`src/sv/npcs_pkg.sv`:
```
// shared constants, types and codes for the nearest palette colour search
// no dependencies

package npcs_pkg;

  localparam int PALETTE_ENTRIES = 256;
  localparam int ADDR_W          = (PALETTE_ENTRIES > 1) ? $clog2(PALETTE_ENTRIES) : 1;
  localparam int LAST_ENTRY      = PALETTE_ENTRIES - 1;

  localparam int IDX_W    = 8;
  localparam int COMP_W   = 8;
  localparam int COLOUR_W = 3 * COMP_W;
  localparam int SQ_W     = 2 * COMP_W;
  localparam int DIST_W   = SQ_W + 2;

  typedef enum logic {
    OP_LOAD  = 1'b0,
    OP_QUERY = 1'b1
  } npcs_op_t;

  // tag that travels with each palette read through the distance pipeline
  typedef struct packed {
    logic              vld;
    logic              last;
    logic [ADDR_W-1:0] idx;
  } npcs_tag_t;

endpackage

```
`src/sv/npcs_dist.sv`:
```
// three-stage squared rgb distance pipeline: abs diff, square, sum
// depends on npcs_pkg

module npcs_dist (
  input  logic                              clk,
  input  logic                              rst_n,
  input  npcs_pkg::npcs_tag_t               tag_in,
  input  logic [npcs_pkg::COLOUR_W-1:0]     entry,
  input  logic [npcs_pkg::COMP_W-1:0]       q_red,
  input  logic [npcs_pkg::COMP_W-1:0]       q_green,
  input  logic [npcs_pkg::COMP_W-1:0]       q_blue,
  output npcs_pkg::npcs_tag_t               tag_out,
  output logic [npcs_pkg::DIST_W-1:0]       sq_dist
);

  localparam int CW = npcs_pkg::COMP_W;

  npcs_pkg::npcs_tag_t       tag1_r, tag2_r, tag3_r;
  logic [CW-1:0]             dr_r, dg_r, db_r;
  logic [npcs_pkg::SQ_W-1:0] sr_r, sg_r, sb_r;
  logic [npcs_pkg::DIST_W-1:0] dist_r;

  logic [CW-1:0] e_r, e_g, e_b;
  logic [CW-1:0] dr_nxt, dg_nxt, db_nxt;

  always_comb begin
    e_r    = entry[3*CW-1:2*CW];
    e_g    = entry[2*CW-1:CW];
    e_b    = entry[CW-1:0];
    dr_nxt = (q_red   >= e_r) ? (q_red   - e_r) : (e_r - q_red);
    dg_nxt = (q_green >= e_g) ? (q_green - e_g) : (e_g - q_green);
    db_nxt = (q_blue  >= e_b) ? (q_blue  - e_b) : (e_b - q_blue);
  end

  // control: tag valid bits
  always_ff @(posedge clk) begin
    if (!rst_n) begin
      tag1_r <= '0;
      tag2_r <= '0;
      tag3_r <= '0;
    end else begin
      tag1_r <= tag_in;
      tag2_r <= tag1_r;
      tag3_r <= tag2_r;
    end
  end

  // datapath
  always_ff @(posedge clk) begin
    dr_r   <= dr_nxt;
    dg_r   <= dg_nxt;
    db_r   <= db_nxt;
    sr_r   <= npcs_pkg::SQ_W'(dr_r) * npcs_pkg::SQ_W'(dr_r);
    sg_r   <= npcs_pkg::SQ_W'(dg_r) * npcs_pkg::SQ_W'(dg_r);
    sb_r   <= npcs_pkg::SQ_W'(db_r) * npcs_pkg::SQ_W'(db_r);
    dist_r <= npcs_pkg::DIST_W'(sr_r) + npcs_pkg::DIST_W'(sg_r) + npcs_pkg::DIST_W'(sb_r);
  end

  assign tag_out = tag3_r;
  assign sq_dist = dist_r;

endmodule

```
`config.mk`:
```
export PLATFORM = sky130hd
export DESIGN_NAME = npcs_dist
export DESIGN_NICKNAME = d
export VERILOG_FILES = /design/src/sv/npcs_pkg.sv /design/src/sv/npcs_dist.sv
export SDC_FILE = /design/constraint.sdc
export NUM_CORES = 1
export LEC_CHECK = 0
export ABC_AREA = 1
export ABC_CLOCK_PERIOD_IN_PS = 7400
export BUFFER_PORTS_ARGS = -buffer_cell sky130_fd_sc_hd__buf_2
export CAP_MARGIN = 25
export CORE_UTILIZATION = 45
export CTS_CLUSTER_SIZE = 20
export DETAILED_ROUTE_END_ITERATION = 10
export GPL_TIMING_DRIVEN = 0
export PLACE_DENSITY_LB_ADDON = 0.2
export SETUP_SLACK_MARGIN = 0.3
export SLEW_MARGIN = 10
export SYNTH_ARGS = -nofsm -noshare
export SYNTH_HDL_FRONTEND = slang
export SYNTH_SLANG_ARGS = --single-unit
```
`constraint.sdc`:
```
create_clock -name clk -period 7.4 [get_ports clk]
set_clock_uncertainty 0.05 [all_clocks]
set_input_delay 0.37 -clock clk [delete_from_list [all_inputs] [get_ports clk]]
set_output_delay 0.37 -clock clk [all_outputs]
set_load 0.02 [all_outputs]
```
After elaboration in Yosys (flattened, before gate mapping)

Index checks and enable logic that the tools add are counted.

Register bits: 120
Input port bits: 60
Output and inout port bits: 28

$add $sub $neg: 8
Multipliers: 3
$lt $le $gt $ge: 3
Muxes and demuxes: 3

Operators by type and width:

| kind                                         | count |
|---|---|
| 8-bit by 8-bit multiplier with 16-bit output | 3 |
| 8-bit subtractor                             | 6 |
| 8-bit greater-or-equal comparator            | 3 |
| 8-bit 2-to-1 mux                             | 3 |
| 17-bit by 16-bit adder with 18-bit output    | 1 |
| 16-bit by 16-bit adder with 17-bit output    | 1 |

Logic depth before layout (Yosys ltp)

Gate-level depths: netlist (run 1).

Depth after elaboration: 2
Depth in mapped cells: 20

Least setup slack after synthesis (run 1)

No wires, ideal clock.

Kind: register to register
Start point: register dr_r[2]
End point: register sr_r[15] (netlist name)
Setup time: 0.113 ns
Arrival: 3.749 ns
Required time: 7.237 ns
Slack: 3.488 ns
Cell stages (with the launch flop): 19
Buffers on the path: 1
Clock period less this slack: 3.912 ns
Path through: dfxtp_1 -> clkbuf_1 -> nand2_1 -> fa_1 -> inv_1 -> fa_1 -> fa_1 -> inv_1 -> fa_1 -> inv_1 -> ha_1 -> nand2_1 -> inv_1 -> nand2_1 -> nand2_1 -> nand2_1 -> nand3_1 -> nand2_1 -> nand2_1

Cells in the longest elaborated chain, start to end: 1

RTL lines:

| item                                         | line            | RTL |
|---|---|---|
| start: declaration                           | npcs_dist.sv:19 | `logic [CW-1:0] dr_r, dg_r, db_r;` |
| start signal: assignment                     | npcs_dist.sv:50 | `dr_r <= dr_nxt;` |
| 8-bit by 8-bit multiplier with 16-bit output | npcs_dist.sv:53 | `sr_r <= npcs_pkg::SQ_W'(dr_r) * npcs_pkg::SQ_W'(dr_r);` |
| end signal: assignment                       | npcs_dist.sv:53 |  |
| end: declaration                             | npcs_dist.sv:20 | `logic [npcs_pkg::SQ_W-1:0] sr_r, sg_r, sb_r;` |

No other way between the ends.
A chain may end at the register's enable or synchronous reset.

Worst setup path after layout (run 1)

Ends and elaborated chain as after synthesis.

==> metrics, run 1 <==
outcome finished clean; RSZ-0062 raised after global routing no; setup violators final 0; Via density about 4.5; Routed WL per cell about 11 um; ys async rst share 0%; Crit Path Max Fanout 8; CTS Buffer Depth 2; final wirelength about 23000 um; Crit-path slowest cell fa_1; antenna cells 0; sequential element share of the synthesized area between 10% and 20%; detailed-placement wirelength estimate 19100 um; pin count of the biggest net entering global routing 17; Worst setup SP type flop; Final Hold Fails 0; Cell Area, Synth around 12000 um^2; critical path type flop to flop; Root Driver clkbuf_16; vias in the first global route just over 9000; CTS Hold Bufs 0; drt initial violations between 400 and 500; CTS sink count between 100 and 150; All-Layer GR Usage a little under a fifth; slew margin rel. roughly 66%; RR Startpoint dr_r[2]; CP arrival around 4.6 ns; Synth Flop Type dfxtp_1; Die ar. 26800 um^2; hold crit path type input pin to flop; via count 9507; total of max-cap violations 0; initial antenna violation count 1; CORE AREA between 20000 and 30000 um^2; Initial DRT Pass Iterations 5; Warnings, synthesis 0; Critical Path RT ~7.6 ns; number of synthesized register bits roughly 120; die width 164 um; TritonCTS clock tree built; remaining global-route overflow 0; Num CTS Buffers 17; worst-path cell chain clkbuf_1, nand2_1, fa_1, inv_1, fa_1, fa_1, inv_1, fa_1, inv_1, ha_1, nand2_1, inv_1, nand2_1, nand2_1, nand2_1, nand3_1, nand2_1, nand2_1; Die H between 150 and 200 um; min-delay src tag_in[8]; Post-Synthesis Cells ~1700; I/O pin cnt 88; Worst Hold Path Cells 3; Slew Limit Fails 0; first-pass GRT wire length 40000 um; P&R area growth vs syn 12.2%; CP peak stage delay about 0.55 ns; fin nets 2075; Antenna Nets Post-Route 0; Worst-path clk slew around 0.060 ns; Register-to-Register Path Depth 18; design area around 13000 um^2; Post-Syn Area per Cell a little over 7 um^2; Final GP Congestion ~0.85; H-tree lvl count 4; CTS resizes 0; Critical Path Start dr_r[2]; CP endpoint kind flop; Setup TNS 0 ns; I/O Buffers 86; Post-CTS Setup Bufs 0; row count just under 60; Yosys cell types 31; fin crit share around 60%; initial core utilization 46.3%; clock latency on the worst-skew pair 0.42 ns; FMAX ~230 MHz; worst slew pin tran 0.513 ns; crit path time final 4.38 ns; layout cells sized above 1 8.08%; dpl cell area roughly 13000 um^2; DRC 0; Post-synth EDFFs 0; CP dominant cell by count nand2_1
[synthesized netlist by cell type (4+ instances only)]
library cell	count	share of area [%]
nand2_1	459	15
inv_1	432	14
ha_1	148	16
dfxtp_1	117	20
fa_1	97	17
nand3_1	95	4.0
nor2_1	86	2.7
a21oi_1	53	2.3
xor2_1	37	2.8
xnor2_1	28	2.1
clkbuf_1	25	0.80
nand4_1	22	1.2
o21ai_0	14	0.60
a21o_1	6	0.38
buf_2	6	0.26
nand3_2	5	0.43
nor3_1	5	0.21
nand2_2	4	0.21
o21ai_1	4	0.17
[cells by family after synthesis]
| family | after synthesis | synth area share, % |
|---|---|---|
| buffers and inverters | 466 | 15.1 |
| and+or+nand+nor | 688 | 24.3 |
| AOI/OAI and AO/OA | 80 | 3.59 |
| xor gates and xnor gates | 65 | 4.84 |
| other | 1 | 0.0319 |
| DFF | 117 | 19.9 |
| adders and majority gates | 245 | 32.2 |
| muxes | 1 | 0.0851 |
[layout by cell type (no fill, tap or decap), drive strengths merged, types with 18 or more instances in the layout]
cell and count:
nand3 100, a21oi 53, fa 97, xnor2 28, xor2 37, buf 94
inv 442, nor2 90, o21ai 18, nand4 22, nand2 463, dfxtp 117
ha 148, clkbuf 42
[stage by stage]
stage / utilization [%] / setup WS [ns] / std cells / hold slack (ns)
global placement: 49.7 / 3.02 / 2081 / 0.283
global route: 52.0 / 2.71 / 2113 / 0.0747
CTS: 52.0 / 2.98 / 2113 / 0.0680
finish: 52.0 / 3.02 / 2113 / 0.0864
floorplan: - / 3.49 / 1665 / 0.279
detailed placement: 49.7 / 3.00 / 2081 / 0.287
[cell type report]
type | count | area [um^2]
tap | 330 | 413
timing repair buffer | 86 | 430
clock buffer | 17 | 425
sequential | 117 | 2340
buffer | 33 | 146
inverter | 433 | 1630
fill | 2538 | 12200
clock inverter | 15 | 159
multi-input combinational | 1082 | 7660
[per-layer routing]
layer | up-vias | GRT usage (%) | routed length [um]
met5 | - | 0 | 13
met4 | 2 | 3.75 | 188
met3 | 16 | 2.83 | 648
met2 | 146 | 31.9 | 10500
met1 | 4205 | 23.9 | 11200
li1 | 5138 | - | -
[worst paths after layout]
check                    to  slack (ns)
setup / recovery   sr_r[15]        3.02
hold / removal    tag1_r[8]        0.09
setup reg to reg   sr_r[15]        3.02
hold reg to reg     sr_r[0]        0.30
[sequential cells by signal (all words and copies together), names as in the netlist]
register,count
db_r,8
dr_r,8
sq_dist,18
tag2_r,10
sb_r,15
tag_out,10
sr_r,15
tag1_r,10
sg_r,15
dg_r,8
[worst max-delay path, delay by kind of cell (launching register included)]
kind	cells	cell delay, ns
adders and majority gates	5	2.47
and+or+nand+nor	8	0.71
buffers and inverters	5	0.60
DFF	1	0.42
Power of run 1 is left out: the tool's default activity adds up to more than one toggle a clock period on the data nets, which glitch-free logic cannot reach.
==> run 2, diff against run 1 <==
Settings changed: ABC_AREA 1 to 0, ABC_CLOCK_PERIOD_IN_PS 7400 to 4380.
Clock period 7.4 ns to 4.38 ns, I/O delays scaled along.
==> metrics, run 2 <==
Final GP Congestion 0.827; FMAX 246 MHz; worst slew pin tran around 0.52 ns; commonest non-fill, non-tap cell in the layout inv_1; utilization after layout 56.5%; Cell Area, Synth 10200 um^2; via count between 7000 and 8000; total of max-cap violations 0; vias in the first global route 7498; first-pass GRT wire length 33900 um; I/O pin cnt 88; I/O Buffers 86; CTS Buffer Depth 2; fin crit share ~93%; die width 153 um; CP endpoint kind flop; Buf/Inv on CP 3; Final Hold Fails 0; r2r endpoint sg_r[12]; RSZ-0062 raised after global routing yes; crit path time final just over 4 ns; H-tree lvl count 4; CORE AREA roughly 22000 um^2; number of synthesized register bits around 120; RR Startpoint dg_r[1]; Post-synth EDFFs 0; Die ar. around 23000 um^2; placed cell count approximately 1400; min-delay src q_red[0]; reg-to-reg setup timing slack 0.31 ns; Worst Hold End dr_r[0]; Worst Hold Path Cells 3; Critical Path RT between 4 and 5 ns; Area contributors post-synth dfxtp_1, fa_1, ha_1, inv_1, and2_1; CP arrival 4.36 ns; All-Layer GR Usage about 18%; final wirelength 19600 um; detailed-placement wirelength estimate 15100 um; setup violators final 0; Synth Flop Type dfxtp_1; initial antenna violation count 0; Num CTS Buffers 17; family with the most delay on the worst path adder cells; Antenna Nets Post-Route 0; CP peak stage delay between 0.5 and 0.6 ns; initial core utilization a little under half; Warnings, synthesis 0; Routed WL per cell between 10 and 15 um; # fillers approximately 1900; critical path type flop to flop; Register-to-Register Path Depth 15; sequential element share of the synthesized area between 20% and 30%; Worst-path clk slew 0.07 ns; drt initial violations 237; hold slack final 0.0466 ns; layout cells sized above 1 roughly 22%; max FFs per register 18; Initial DRT Pass Iterations 4; Post-Synthesis Cells 1073; Worst setup SP type flop; DRC 0; Post-Syn Area per Cell between 9 and 10 um^2; most area-hungry cell type in the Yosys netlist dfxtp_1; outcome finished clean; pin count of the biggest net entering global routing 17; worst-path cell chain buf_8, and2_4, fa_1, fa_1, inv_1, fa_1, fa_1, inv_2, ha_4, o21a_1, or2_4, a31o_4, a21o_1, a21oi_2, xnor2_2; Crit-path slowest cell fa_1; P&R area growth vs syn 21.7%; Slew Limit Fails 0; Via density around 4.9; ys async rst share 0%; most frequent cell after synthesis inv_1; Synth top cells by count inv_1, ha_1, dfxtp_1, fa_1, and2_1; remaining global-route overflow 0; Yosys cell types just under 50; TritonCTS clock tree built; fin cells 1513; Root Driver clkbuf_16; most frequent cells in the layout inv_1, ha_1, dfxtp_1; slew margin rel. 65.0%; antenna cells 0; CP dominant cell by count fa_1; row count 54; fin nets about 1500; CTS sink count about 120; Crit Path Max Fanout 8; clock latency on the worst-skew pair roughly 0.42 ns; top-area cell type share of the netlist area between 20% and 30%; Die H ~150 um; hold crit path type input pin to flop
## run 2: repair_timing
item                                    CTS  global route
hold endpoints to repair                 10             0
gates resized for setup                  77            69
endpoints found under the setup margin   17            16
hold buffers                             10             0
buffers inserted                         15            15
pin swaps                                33            47
## run 2: worst reg2reg max path, stage by stage (launching register included)
cell and delay, ns:
dfxtp_4 0.36, buf_8 0.13, and2_4 0.16, fa_1 0.46, fa_1 0.49, inv_1 0.05
fa_1 0.44, fa_1 0.51, inv_2 0.05, ha_4 0.21, o21a_1 0.12, or2_4 0.24
a31o_4 0.24, a21o_1 0.18, a21oi_2 0.16, xnor2_2 0.13
## run 2: metrics by stage
step	cell area [um^2]	TNS (ns)	setup WS (ns)
5_1_grt	12500	0	0.168
3_3_place_gp	11100	-0.0954	-0.0420
2_1_floorplan	10300	0	0.265
6_report	12500	0	0.313
3_5_place_dp	11100	-0.209	-0.0741
4_1_cts	12100	0	0.283
## run 2: routing by layer
layer	global-route usage, %	vias to the layer above	routed length, um
met4	5.29	0	178
met3	2.67	18	412
met5	0	-	0
met2	31.2	101	9720
met1	22.3	3467	9250
li1	-	3760	-
## run 2: kinds of logic (layout without fill, tap and decap cells)
family | after synthesis | after routing | synth area share (%)
compound gates | 179 | 179 | 11.4
xor+xnor | 80 | 80 | 6.84
fa+ha+maj | 245 | 245 | 37.0
buf+inv | 206 | 364 | 7.76
flops | 117 | 117 | 22.9
mux | 24 | 24 | 2.34
other cells | 1 | 3 | 0.0366
simple gates | 221 | 221 | 11.7
## run 2: how the worst max path moves through the flow
| stage | from | end | slack [ns] | depth (start not counted) |
|---|---|---|---|---|
| after floorplan | dr_r[2] | sr_r[15] | 0.26 | 16 |
| after global placement | db_r[1] | sb_r[15] | -0.04 | 15 |
| after detailed placement | dg_r[2] | sg_r[12] | -0.07 | 14 |
| after CTS | dr_r[3] | sr_r[15] | 0.28 | 14 |
| after global routing | dr_r[2] | sr_r[13] | 0.17 | 18 |
| final | dg_r[1] | sg_r[12] | 0.31 | 15 |
## run 2: final cells by class
cell class	count	area, um^2	share of cell area [%]
well taps	280	350	2.81
inverters	186	704	5.65
repair buffers	126	763	6.12
multi-input cells	752	7530	60.4
plain buffers	20	149	1.19
flip-flops and latches	117	2390	19.2
clock buffers	17	425	3.41
clock inverters	15	154	1.23
Power of run 2 is left out for the same reason.
